File: config.mk
export PLATFORM = sky130hd
export DESIGN_NAME = mouse_gesture_classifier
export DESIGN_NICKNAME = d
export VERILOG_FILES = /design/src/rtl/core/mgc_pkg.sv /design/src/rtl/core/mgc_regs.sv /design/src/rtl/core/mgc_front.sv /design/src/rtl/core/mgc_fifo.sv /design/src/rtl/core/mgc_back.sv /design/src/rtl/core/mouse_gesture_classifier.sv
export SDC_FILE = /design/constraint.sdc
export NUM_CORES = 1
export LEC_CHECK = 0
export BUFFER_PORTS_ARGS = -buffer_cell sky130_fd_sc_hd__buf_2
export CORE_UTILIZATION = 55
export CTS_CLUSTER_DIAMETER = 120
export DETAILED_ROUTE_END_ITERATION = 8
export PLACE_DENSITY = 0.77
export SYNTH_ARGS = -nofsm -noshare
export SYNTH_HDL_FRONTEND = slang
export SYNTH_SLANG_ARGS = --single-unit
File: constraint.sdc
create_clock -name aclk -period 11.6 [get_ports aclk]
set_input_delay 2.32 -clock aclk [delete_from_list [all_inputs] [get_ports aclk]]
set_output_delay 2.32 -clock aclk [all_outputs]
set_load 0.005 [all_outputs]
File: src/rtl/core/mgc_pkg.sv
// ----------------------------------------------------------------------------
// mgc_pkg
// Shared types, event codes, slot ordering and helpers for the pointer
// gesture classifier.
// ----------------------------------------------------------------------------
package mgc_pkg;

    localparam int CODE_W = 5;

    // event codes as seen on the result channel
    localparam logic [CODE_W-1:0] EV_MOVE       = 5'd0;
    localparam logic [CODE_W-1:0] EV_L_DOWN     = 5'd1;
    localparam logic [CODE_W-1:0] EV_M_DOWN     = 5'd2;
    localparam logic [CODE_W-1:0] EV_R_DOWN     = 5'd3;
    localparam logic [CODE_W-1:0] EV_L_CLICK    = 5'd4;
    localparam logic [CODE_W-1:0] EV_M_CLICK    = 5'd5;
    localparam logic [CODE_W-1:0] EV_R_CLICK    = 5'd6;
    localparam logic [CODE_W-1:0] EV_L_UP       = 5'd7;
    localparam logic [CODE_W-1:0] EV_M_UP       = 5'd8;
    localparam logic [CODE_W-1:0] EV_R_UP       = 5'd9;
    localparam logic [CODE_W-1:0] EV_L_DRAG     = 5'd10;
    localparam logic [CODE_W-1:0] EV_L_REPEAT   = 5'd11;
    localparam logic [CODE_W-1:0] EV_R_DRAG     = 5'd12;
    localparam logic [CODE_W-1:0] EV_L_DBL      = 5'd13;
    localparam logic [CODE_W-1:0] EV_M_DBL      = 5'd14;
    localparam logic [CODE_W-1:0] EV_R_DBL      = 5'd15;
    localparam logic [CODE_W-1:0] EV_WHEEL_UP   = 5'd16;
    localparam logic [CODE_W-1:0] EV_WHEEL_DOWN = 5'd17;

    // one bit per event in emission order
    localparam int NUM_SLOTS = 18;
    localparam int SLOT_W    = $clog2(NUM_SLOTS);

    localparam logic [SLOT_W-1:0] SLOT_MOVE       = 5'd0;
    localparam logic [SLOT_W-1:0] SLOT_L_DOWN     = 5'd1;
    localparam logic [SLOT_W-1:0] SLOT_M_DOWN     = 5'd2;
    localparam logic [SLOT_W-1:0] SLOT_R_DOWN     = 5'd3;
    localparam logic [SLOT_W-1:0] SLOT_L_CLICK    = 5'd4;
    localparam logic [SLOT_W-1:0] SLOT_L_UP       = 5'd5;
    localparam logic [SLOT_W-1:0] SLOT_M_CLICK    = 5'd6;
    localparam logic [SLOT_W-1:0] SLOT_M_UP       = 5'd7;
    localparam logic [SLOT_W-1:0] SLOT_R_CLICK    = 5'd8;
    localparam logic [SLOT_W-1:0] SLOT_R_UP       = 5'd9;
    localparam logic [SLOT_W-1:0] SLOT_L_DRAG     = 5'd10;
    localparam logic [SLOT_W-1:0] SLOT_L_REPEAT   = 5'd11;
    localparam logic [SLOT_W-1:0] SLOT_R_DRAG     = 5'd12;
    localparam logic [SLOT_W-1:0] SLOT_L_DBL      = 5'd13;
    localparam logic [SLOT_W-1:0] SLOT_M_DBL      = 5'd14;
    localparam logic [SLOT_W-1:0] SLOT_R_DBL      = 5'd15;
    localparam logic [SLOT_W-1:0] SLOT_WHEEL_UP   = 5'd16;
    localparam logic [SLOT_W-1:0] SLOT_WHEEL_DOWN = 5'd17;

    typedef logic [NUM_SLOTS-1:0] event_mask_t;

    // queue between classifier and emitter
    localparam int FIFO_DEPTH = 4;
    localparam int FIFO_AW    = $clog2(FIFO_DEPTH);

    // register map
    localparam int CFG_AW = 4;
    localparam logic [1:0] REG_CLICK_MAX    = 2'd0;
    localparam logic [1:0] REG_CLICK_RADIUS = 2'd1;
    localparam logic [1:0] REG_LONG_PRESS   = 2'd2;
    localparam logic [1:0] REG_DOUBLE_CLICK = 2'd3;

    localparam logic [15:0] RST_CLICK_MAX    = 16'd500;
    localparam logic [7:0]  RST_CLICK_RADIUS = 8'd4;
    localparam logic [15:0] RST_LONG_PRESS   = 16'd1000;
    localparam logic [15:0] RST_DOUBLE_CLICK = 16'd500;

    typedef struct packed {
        logic [15:0] click_max_ms;
        logic [7:0]  click_radius;
        logic [15:0] long_press_ms;
        logic [15:0] double_click_ms;
    } cfg_t;

    typedef struct packed {
        logic        valid;
        event_mask_t data;
    } fifo_out_t;

    function automatic logic [CODE_W-1:0] slot_code(input logic [SLOT_W-1:0] slot);
        logic [CODE_W-1:0] code;
        unique case (slot)
            SLOT_MOVE:       code = EV_MOVE;
            SLOT_L_DOWN:     code = EV_L_DOWN;
            SLOT_M_DOWN:     code = EV_M_DOWN;
            SLOT_R_DOWN:     code = EV_R_DOWN;
            SLOT_L_CLICK:    code = EV_L_CLICK;
            SLOT_L_UP:       code = EV_L_UP;
            SLOT_M_CLICK:    code = EV_M_CLICK;
            SLOT_M_UP:       code = EV_M_UP;
            SLOT_R_CLICK:    code = EV_R_CLICK;
            SLOT_R_UP:       code = EV_R_UP;
            SLOT_L_DRAG:     code = EV_L_DRAG;
            SLOT_L_REPEAT:   code = EV_L_REPEAT;
            SLOT_R_DRAG:     code = EV_R_DRAG;
            SLOT_L_DBL:      code = EV_L_DBL;
            SLOT_M_DBL:      code = EV_M_DBL;
            SLOT_R_DBL:      code = EV_R_DBL;
            SLOT_WHEEL_UP:   code = EV_WHEEL_UP;
            SLOT_WHEEL_DOWN: code = EV_WHEEL_DOWN;
            default:         code = EV_MOVE;
        endcase
        return code;
    endfunction

    // |a - b| <= r on 16-bit signed coordinates
    function automatic logic within_radius(input logic signed [15:0] a,
                                           input logic signed [15:0] b,
                                           input logic [7:0] r);
        logic [16:0] d;
        logic [16:0] mag;
        d   = {a[15], a} - {b[15], b};
        mag = d[16] ? (17'd0 - d) : d;
        return mag <= {9'd0, r};
    endfunction

endpackage

File: src/rtl/core/mgc_regs.sv
// ----------------------------------------------------------------------------
// mgc_regs
// APB-style configuration registers for the gesture classifier.
// ----------------------------------------------------------------------------
module mgc_regs
    import mgc_pkg::*;
(
    input  logic              aclk,
    input  logic              aresetn,
    input  logic              psel,
    input  logic              penable,
    input  logic              pwrite,
    input  logic [CFG_AW-1:0] paddr,
    input  logic [31:0]       pwdata,
    output logic [31:0]       prdata,
    output logic              pready,
    output cfg_t              cfg
);

    cfg_t cfg_reg;
    logic wr_en;
    logic [1:0] reg_idx;

    assign pready  = 1'b1;
    assign wr_en   = psel && penable && pwrite;
    assign reg_idx = paddr[CFG_AW-1:2];
    assign cfg     = cfg_reg;

    always_ff @(posedge aclk) begin
        if (!aresetn) begin
            cfg_reg.click_max_ms    <= RST_CLICK_MAX;
            cfg_reg.click_radius    <= RST_CLICK_RADIUS;
            cfg_reg.long_press_ms   <= RST_LONG_PRESS;
            cfg_reg.double_click_ms <= RST_DOUBLE_CLICK;
        end else if (wr_en) begin
            unique case (reg_idx)
                REG_CLICK_MAX:    cfg_reg.click_max_ms    <= pwdata[15:0];
                REG_CLICK_RADIUS: cfg_reg.click_radius    <= pwdata[7:0];
                REG_LONG_PRESS:   cfg_reg.long_press_ms   <= pwdata[15:0];
                REG_DOUBLE_CLICK: cfg_reg.double_click_ms <= pwdata[15:0];
                default: ;
            endcase
        end
    end

    always_comb begin
        unique case (reg_idx)
            REG_CLICK_MAX:    prdata = {16'd0, cfg_reg.click_max_ms};
            REG_CLICK_RADIUS: prdata = {24'd0, cfg_reg.click_radius};
            REG_LONG_PRESS:   prdata = {16'd0, cfg_reg.long_press_ms};
            REG_DOUBLE_CLICK: prdata = {16'd0, cfg_reg.double_click_ms};
            default:          prdata = 32'd0;
        endcase
    end

endmodule

File: src/rtl/core/mgc_front.sv
// ----------------------------------------------------------------------------
// mgc_front
// Accepts ticks, keeps pointer and button history, and turns each tick into
// a mask of events in emission order.
// ----------------------------------------------------------------------------
module mgc_front
    import mgc_pkg::*;
(
    input  logic               aclk,
    input  logic               aresetn,
    input  cfg_t               cfg,
    input  logic               s_valid,
    output logic               s_ready,
    input  logic [31:0]        s_time_now_ms,
    input  logic signed [15:0] s_pointer_x,
    input  logic signed [15:0] s_pointer_y,
    input  logic               s_left_down,
    input  logic               s_middle_down,
    input  logic               s_right_down,
    input  logic               s_wheel_up,
    input  logic               s_wheel_down,
    input  logic               s_in_client,
    input  logic               fifo_full,
    output logic               push,
    output event_mask_t        push_data
);

    logic signed [15:0] last_x_reg, last_y_reg;
    logic signed [15:0] lpress_x_reg, lpress_y_reg;
    logic signed [15:0] rpress_x_reg, rpress_y_reg;
    logic [2:0]  buttons_reg;
    logic [1:0]  wheel_held_reg;
    logic [31:0] press_time_reg [3];
    logic [31:0] click_time_reg [3];

    logic        accept;
    logic        active;
    logic [2:0]  btn;
    logic [1:0]  wheel_all;
    logic        moved;
    logic [2:0]  down_edge, up_edge, ok_time, ok_click, clicked, dbl;
    logic [31:0] elapsed [3];
    logic        held_l, long_l;
    event_mask_t mask;

    assign s_ready   = !fifo_full;
    assign accept    = s_valid && s_ready;
    assign active    = accept && s_in_client;
    assign btn       = {s_right_down, s_middle_down, s_left_down};
    assign wheel_all = wheel_held_reg | {s_wheel_down, s_wheel_up};
    assign moved     = (s_pointer_x != last_x_reg) || (s_pointer_y != last_y_reg);
    assign down_edge = ~buttons_reg & btn;
    assign up_edge   = buttons_reg & ~btn;

    always_comb begin
        for (int b = 0; b < 3; b++) begin
            elapsed[b] = s_time_now_ms - press_time_reg[b];
            ok_time[b] = elapsed[b] < {16'd0, cfg.click_max_ms};
            dbl[b]     = s_time_now_ms < (click_time_reg[b] + {16'd0, cfg.double_click_ms});
        end
        // middle button has no travel limit
        ok_click[0] = ok_time[0]
                    && within_radius(lpress_x_reg, s_pointer_x, cfg.click_radius)
                    && within_radius(lpress_y_reg, s_pointer_y, cfg.click_radius);
        ok_click[1] = ok_time[1];
        ok_click[2] = ok_time[2]
                    && within_radius(rpress_x_reg, s_pointer_x, cfg.click_radius)
                    && within_radius(rpress_y_reg, s_pointer_y, cfg.click_radius);
    end

    assign clicked = up_edge & ok_click;
    assign held_l  = buttons_reg[0] && btn[0];
    assign long_l  = elapsed[0] > {16'd0, cfg.long_press_ms};

    always_comb begin
        mask                  = '0;
        mask[SLOT_MOVE]       = moved;
        mask[SLOT_L_DOWN]     = down_edge[0];
        mask[SLOT_M_DOWN]     = down_edge[1];
        mask[SLOT_R_DOWN]     = down_edge[2];
        mask[SLOT_L_CLICK]    = clicked[0];
        mask[SLOT_L_UP]       = up_edge[0];
        mask[SLOT_M_CLICK]    = clicked[1];
        mask[SLOT_M_UP]       = up_edge[1];
        mask[SLOT_R_CLICK]    = clicked[2];
        mask[SLOT_R_UP]       = up_edge[2];
        mask[SLOT_L_DRAG]     = held_l && moved;
        mask[SLOT_L_REPEAT]   = held_l && long_l;
        mask[SLOT_R_DRAG]     = buttons_reg[2] && btn[2] && moved;
        mask[SLOT_L_DBL]      = clicked[0] && dbl[0];
        mask[SLOT_M_DBL]      = clicked[1] && dbl[1];
        mask[SLOT_R_DBL]      = clicked[2] && dbl[2];
        mask[SLOT_WHEEL_UP]   = wheel_all[0];
        mask[SLOT_WHEEL_DOWN] = wheel_all[1];
    end

    // empty ticks produce nothing downstream
    assign push      = active && (mask != '0);
    assign push_data = mask;

    always_ff @(posedge aclk) begin
        if (!aresetn) begin
            last_x_reg     <= '0;
            last_y_reg     <= '0;
            lpress_x_reg   <= '0;
            lpress_y_reg   <= '0;
            rpress_x_reg   <= '0;
            rpress_y_reg   <= '0;
            buttons_reg    <= '0;
            wheel_held_reg <= '0;
            for (int b = 0; b < 3; b++) begin
                press_time_reg[b] <= '0;
                click_time_reg[b] <= '0;
            end
        end else if (accept) begin
            if (!s_in_client) begin
                // outside the window: only accumulate wheel notches
                wheel_held_reg <= wheel_all;
            end else begin
                wheel_held_reg <= '0;
                last_x_reg     <= s_pointer_x;
                last_y_reg     <= s_pointer_y;
                buttons_reg    <= btn;
                for (int b = 0; b < 3; b++) begin
                    if (down_edge[b]) press_time_reg[b] <= s_time_now_ms;
                    if (clicked[b])   click_time_reg[b] <= s_time_now_ms;
                end
                if (down_edge[0]) begin
                    lpress_x_reg <= s_pointer_x;
                    lpress_y_reg <= s_pointer_y;
                end
                if (down_edge[2]) begin
                    rpress_x_reg <= s_pointer_x;
                    rpress_y_reg <= s_pointer_y;
                end
            end
        end
    end

    // a tick outside the window must never reach the emitter
    a_no_push_outside: assert property (@(posedge aclk) disable iff (!aresetn)
        (accept && !s_in_client) |-> !push)
        else $error("push on a tick outside the window");

    // wheel notches held outside are flushed by the next tick inside
    a_wheel_flush: assert property (@(posedge aclk) disable iff (!aresetn)
        active |=> (wheel_held_reg == 2'b00))
        else $error("held wheel notches not cleared");

    // a left or right click implies a release of the same button
    a_click_needs_up: assert property (@(posedge aclk) disable iff (!aresetn)
        push |-> ((!push_data[SLOT_L_CLICK] || push_data[SLOT_L_UP])
              && (!push_data[SLOT_R_CLICK] || push_data[SLOT_R_UP])))
        else $error("click without release");

endmodule

File: src/rtl/core/mgc_fifo.sv
// ----------------------------------------------------------------------------
// mgc_fifo
// Short queue of event masks between classifier and emitter.
// ----------------------------------------------------------------------------
module mgc_fifo
    import mgc_pkg::*;
(
    input  logic        aclk,
    input  logic        aresetn,
    input  logic        push,
    input  event_mask_t push_data,
    input  logic        pop,
    output logic        full,
    output fifo_out_t   head
);

    event_mask_t         mem_reg [FIFO_DEPTH];
    logic [FIFO_AW-1:0]  wr_ptr_reg, rd_ptr_reg;
    logic [FIFO_AW:0]    count_reg, count_next;
    logic                do_push, do_pop;

    assign full       = (count_reg == (FIFO_AW+1)'(FIFO_DEPTH));
    assign do_push    = push && !full;
    assign do_pop     = pop && (count_reg != '0);
    assign head.valid = (count_reg != '0);
    assign head.data  = mem_reg[rd_ptr_reg];

    always_comb begin
        count_next = count_reg;
        if (do_push && !do_pop)
            count_next = count_reg + 1'b1;
        else if (do_pop && !do_push)
            count_next = count_reg - 1'b1;
    end

    always_ff @(posedge aclk) begin
        if (do_push)
            mem_reg[wr_ptr_reg] <= push_data;
    end

    always_ff @(posedge aclk) begin
        if (!aresetn) begin
            wr_ptr_reg <= '0;
            rd_ptr_reg <= '0;
            count_reg  <= '0;
        end else begin
            if (do_push) wr_ptr_reg <= wr_ptr_reg + 1'b1;
            if (do_pop)  rd_ptr_reg <= rd_ptr_reg + 1'b1;
            count_reg <= count_next;
        end
    end

endmodule

File: src/rtl/core/mgc_back.sv
// ----------------------------------------------------------------------------
// mgc_back
// Emitter: walks each event mask in slot order, one event per cycle while not
// stalled by m_ready, into the result output register.
// ----------------------------------------------------------------------------
module mgc_back
    import mgc_pkg::*;
(
    input  logic              aclk,
    input  logic              aresetn,
    input  fifo_out_t         head,
    output logic              pop,
    output logic              m_valid,
    input  logic              m_ready,
    output logic [CODE_W-1:0] m_event_code,
    output logic              m_last_event
);

    event_mask_t       cur_reg, cur_next;
    event_mask_t       rest;
    logic              valid_reg;
    logic [CODE_W-1:0] code_reg;
    logic              last_reg;
    logic              out_free;
    logic              emit;
    logic [SLOT_W-1:0] low_slot;

    assign out_free = !valid_reg || m_ready;
    assign emit     = out_free && (cur_reg != '0);
    assign rest     = emit ? (cur_reg & (cur_reg - 1'b1)) : cur_reg;
    assign pop      = head.valid && (rest == '0);
    assign cur_next = pop ? head.data : rest;

    always_comb begin
        low_slot = '0;
        for (int i = NUM_SLOTS - 1; i >= 0; i--) begin
            if (cur_reg[i]) low_slot = SLOT_W'(i);
        end
    end

    always_ff @(posedge aclk) begin
        if (!aresetn) begin
            cur_reg   <= '0;
            valid_reg <= 1'b0;
        end else begin
            cur_reg <= cur_next;
            if (out_free) valid_reg <= emit;
        end
    end

    always_ff @(posedge aclk) begin
        if (emit) begin
            code_reg <= slot_code(low_slot);
            last_reg <= (rest == '0);
        end
    end

    assign m_valid      = valid_reg;
    assign m_event_code = code_reg;
    assign m_last_event = last_reg;

    // every word taken from the queue carries at least one event
    a_pop_nonempty: assert property (@(posedge aclk) disable iff (!aresetn)
        pop |-> (head.data != '0))
        else $error("empty event mask in queue");

    // a stalled result holds its code and marker
    a_hold_on_stall: assert property (@(posedge aclk) disable iff (!aresetn)
        (valid_reg && !m_ready) |=> (valid_reg && $stable(code_reg) && $stable(last_reg)))
        else $error("result changed while stalled");

    // events left in the current mask mean the tick is not finished
    a_last_marker: assert property (@(posedge aclk) disable iff (!aresetn)
        emit |-> ((rest == '0) || (cur_reg[low_slot] && !(rest == '0))))
        else $error("last marker inconsistent with remaining events");

endmodule

File: src/rtl/core/mouse_gesture_classifier.sv
// ----------------------------------------------------------------------------
// mouse_gesture_classifier
// Per-tick pointer event classifier: tick classifier, event-mask queue and
// one-event-per-cycle emitter unless stalled, with APB-style config registers.
// ----------------------------------------------------------------------------
// Path: a tick's mask passes the queue, current-mask and result registers.
// Throughput: one tick per cycle while the 4-entry mask queue has room; the
//   emitter drains one event per cycle while m_ready does not stall the single
//   result register, and a tick carries up to 12 events.
// Reset: aresetn synchronous active low; clears history, queue and output,
//   restores register defaults (500, 4, 1000, 500).
module mouse_gesture_classifier
    import mgc_pkg::*;
(
    input  logic               aclk,
    input  logic               aresetn,
    input  logic               psel,
    input  logic               penable,
    input  logic               pwrite,
    input  logic [CFG_AW-1:0]  paddr,
    input  logic [31:0]        pwdata,
    output logic [31:0]        prdata,
    output logic               pready,
    input  logic               s_valid,
    output logic               s_ready,
    input  logic [31:0]        s_time_now_ms,
    input  logic signed [15:0] s_pointer_x,
    input  logic signed [15:0] s_pointer_y,
    input  logic               s_left_down,
    input  logic               s_middle_down,
    input  logic               s_right_down,
    input  logic               s_wheel_up,
    input  logic               s_wheel_down,
    input  logic               s_in_client,
    output logic               m_valid,
    input  logic               m_ready,
    output logic [CODE_W-1:0]  m_event_code,
    output logic               m_last_event
);

    cfg_t        cfg;
    logic        push, pop, fifo_full;
    event_mask_t push_data;
    fifo_out_t   head;

    mgc_regs u_regs (
        .aclk    (aclk),
        .aresetn (aresetn),
        .psel    (psel),
        .penable (penable),
        .pwrite  (pwrite),
        .paddr   (paddr),
        .pwdata  (pwdata),
        .prdata  (prdata),
        .pready  (pready),
        .cfg     (cfg)
    );

    mgc_front u_front (
        .aclk          (aclk),
        .aresetn       (aresetn),
        .cfg           (cfg),
        .s_valid       (s_valid),
        .s_ready       (s_ready),
        .s_time_now_ms (s_time_now_ms),
        .s_pointer_x   (s_pointer_x),
        .s_pointer_y   (s_pointer_y),
        .s_left_down   (s_left_down),
        .s_middle_down (s_middle_down),
        .s_right_down  (s_right_down),
        .s_wheel_up    (s_wheel_up),
        .s_wheel_down  (s_wheel_down),
        .s_in_client   (s_in_client),
        .fifo_full     (fifo_full),
        .push          (push),
        .push_data     (push_data)
    );

    mgc_fifo u_fifo (
        .aclk      (aclk),
        .aresetn   (aresetn),
        .push      (push),
        .push_data (push_data),
        .pop       (pop),
        .full      (fifo_full),
        .head      (head)
    );

    mgc_back u_back (
        .aclk         (aclk),
        .aresetn      (aresetn),
        .head         (head),
        .pop          (pop),
        .m_valid      (m_valid),
        .m_ready      (m_ready),
        .m_event_code (m_event_code),
        .m_last_event (m_last_event)
    );

endmodule
==> insert_results.sql <==
INSERT INTO impl_metrics (metric_group, metric, value, unit) VALUES
('routing', 'vias', '28900', ''),
('synth', 'synth_warnings', '0', ''),
('die', 'design.core.area', '62200', 'sq um'),
('synth', 'synthTopCellsByArea', 'edfxtp_1 23%, ha_1 15%, dfxtp_1 11%', ''),
('worst_setup_path', 'setup.worst_path.start_class', 'input port', ''),
('placed_design', 'detailedPlace.worstSlack', '1970', 'ps'),
('final_layout', 'filler_cells', '5287', ''),
('final_layout', 'design.final.nets', '4392', ''),
('synth', 'post_synthesis_compound_gate_area_fraction', '0.205', ''),
('synth', 'synth-adder-area-share', '0.153', ''),
('final_layout', 'final-instance-count-excl-fill', '4741', ''),
('clock_tree', 'cts-htree-levels', '2', ''),
('worst_setup_path', 'timing.critical_path.arrival', '9410', 'ps'),
('synth', 'synth-seq-area-share', '0.339', ''),
('placed_design', 'place_hpwl', '70100', 'microns'),
('die', 'start_util', '0.561', ''),
('hold_path', 'holdCritPathClass', 'flip-flop to flip-flop', ''),
('synth', 'syn-instance-count', '3794', ''),
('global_routing', 'first_pass_grt_wire_length', '145000', 'microns'),
('global_routing', 'grt_use_met3', '0.0489', ''),
('sta', 'final-hold-violation-count', '0', ''),
('global_routing', 'grt_pass1_vias', '26400', ''),
('outcome', 'run_status', 'finished clean', ''),
('worst_setup_path', 'cpLargestDelayFamily', 'compound AO/OA/AOI/OAI gates', ''),
('synth', 'post-synth-top-area-fraction', '0.233', ''),
('clock_tree', 'ctsResizeCount', '0', ''),
('clock_tree', 'cts-buffers-inserted', '49', ''),
('routing', 'firstDrtPassIters', '6', ''),
('routing', 'remaining_drc_errors', '0', ''),
('clock_tree', 'post-cts-setup-buffer-count', '0', ''),
('placed_design', 'io_buffers', '118', ''),
('synth', 'synth-edff-count', '270', ''),
('routing', 'post_route_ant_nets', '0', ''),
('die', 'die_w', '254', 'microns'),
('routing', 'detailed_route_iter0_violations', '2713', ''),
('worst_setup_path', 'critical_path_peak_fanout', '35', ''),
('worst_setup_path', 'critical_path.endpoint_type', 'flip-flop', ''),
('sta', 'skew', '41.8', 'ps'),
('global_routing', 'antenna_found_initial', '2', ''),
('synth', 'post_synthesis_average_cell_area', '9.19', 'sq um'),
('final_layout', 'regArea', '11800', 'sq um'),
('worst_setup_path', 'crit_path_frequent_cell', 'o2111ai_1', ''),
('die', 'die_h', '254', 'microns'),
('die', 'design.die.area', '64400', 'sq um'),
('job', 'cap_viol_max_count', '0', ''),
('global_routing', 'grt.met2_usage', '0.465', ''),
('sta', 'final_min_period_over_clock_period', '0.792', ''),
('clock_tree', 'clock_latency', '640', 'ps'),
('sta', 'max_freq', '109', 'MHz'),
('global_routing', 'met1_usage', '0.385', ''),
('synth', 'synth_async_sr_flop_share', '0', ''),
('sta', 'rsz_0062_raised_after_global_routing', 'false', ''),
('final_layout', 'multi_input_comb_area', '21500', 'sq um'),
('clock_tree', 'cts_buffer_depth', '3', ''),
('routing', 'postRouteWirelength', '93000', 'microns'),
('power_and_ir_drop', 'worst_voltage_drop_across_the_vdd_grid', '104', 'uV'),
('power_and_ir_drop', 'final_total_power', '5160', 'uW'),
('clock_tree', 'clk_pin_slew_worst_paths', '60', 'ps'),
('synth', 'yosys.area_share.simple', '0.164', ''),
('synth', 'synth-xor-area-share', '0.0651', ''),
('final_layout', 'layout-area-overhead-vs-synth', '8.51', '%'),
('power_and_ir_drop', 'power.density', '137', 'nW/um^2'),
('worst_setup_path', 'slowest_delay', '930', 'ps'),
('sta', 'final_worst_path_setup_slack', '2410', 'ps'),
('sta', 'worst-slew-pin-transition', '1240', 'ps'),
('placed_design', 'gp_routability_congestion', '0.956', ''),
('clock_tree', 'clock_root_buffer', 'clkbuf_16', ''),
('sta', 'setup_total_negative_slack', '0', 'ps'),
('synth', 'synthDistinctLibCells', '103', ''),
('final_layout', 'final_layout_size_suffix_gt1_frac', '0.0779', ''),
('placed_design', 'cell_total_after_placement', '4648', '');
==> tightest hold or removal path, cell delays in order (launching register included) <==
cell and delay (ps):
dfxtp_1 320, a21oi_1 40, nor2_1 70
==> cells by family (layout without fill, tap and decap cells) <==
group | after synthesis | in the layout
simple gates | 1154 | 1154
compound gates | 1047 | 1047
flops | 455 | 455
fa+ha+maj | 420 | 420
buf+inv | 401 | 494
xor+xnor | 259 | 259
mux | 56 | 56
other cells | 2 | 19
==> report_power, final <==
group | total, uW | leakage (uW) | internal (uW) | switching [uW]
Sequential | 1890 | 0.00420 | 1820 | 65.8
Clock | 1690 | 0.000829 | 989 | 696
Combinational | 1590 | 0.0102 | 653 | 935
==> cell usage after synthesis (89+ instances only) <==
cell type,count
inv_1,268
o21ai_0,178
xor2_1,90
nand2_1,380
edfxtp_1,270
a21boi_0,91
clkbuf_1,95
nand3_1,89
ha_1,406
nor2_1,201
dfxtp_1,185
xnor2_1,169
a21oi_1,219
==> area by class of cell <==
cell class | instances | share of cell area
diodes | 2 | 0.000132
clock buffers | 60 | 0.0346
clock inverters | 31 | 0.0112
inverters | 268 | 0.0266
multi-input cells | 2953 | 0.568
flip-flops and latches | 455 | 0.312
well taps | 837 | 0.0277
repair buffers | 135 | 0.0191
==> layer usage <==
layer,vias up,part of all wire
met5,-,0
met1,13600,0.43
met2,1020,0.46
li1,14100,-
met3,148,0.075
met4,0,0.029
==> per-stage QoR <==
stage / utilization / hold slack, ps / area [sq um]
6_report: 0.608 / 466 / 37800
5_1_grt: 0.608 / 486 / 37800
2_1_floorplan: - / 429 / 34900
3_3_place_gp: 0.580 / 441 / 36100
4_1_cts: 0.608 / 472 / 37800
3_5_place_dp: 0.580 / 457 / 36100
==> path summary, 6_finish.rpt <==
kind,from,endpoint,slack (ps),cells past startpoint
worst max-delay path,s_pointer_x[0],u_front.click_time_reg[0][92],2410,24
worst min-delay path,u_front.wheel_held_reg[0],u_front.wheel_held_reg[0],470,2
worst max register to register,u_front.rpress_x_reg[0],u_front.click_time_reg[0][92],3990,24
worst min register to register,u_front.wheel_held_reg[0],u_front.wheel_held_reg[0],470,2
No activity file was read; power rests on OpenSTA's default activity.
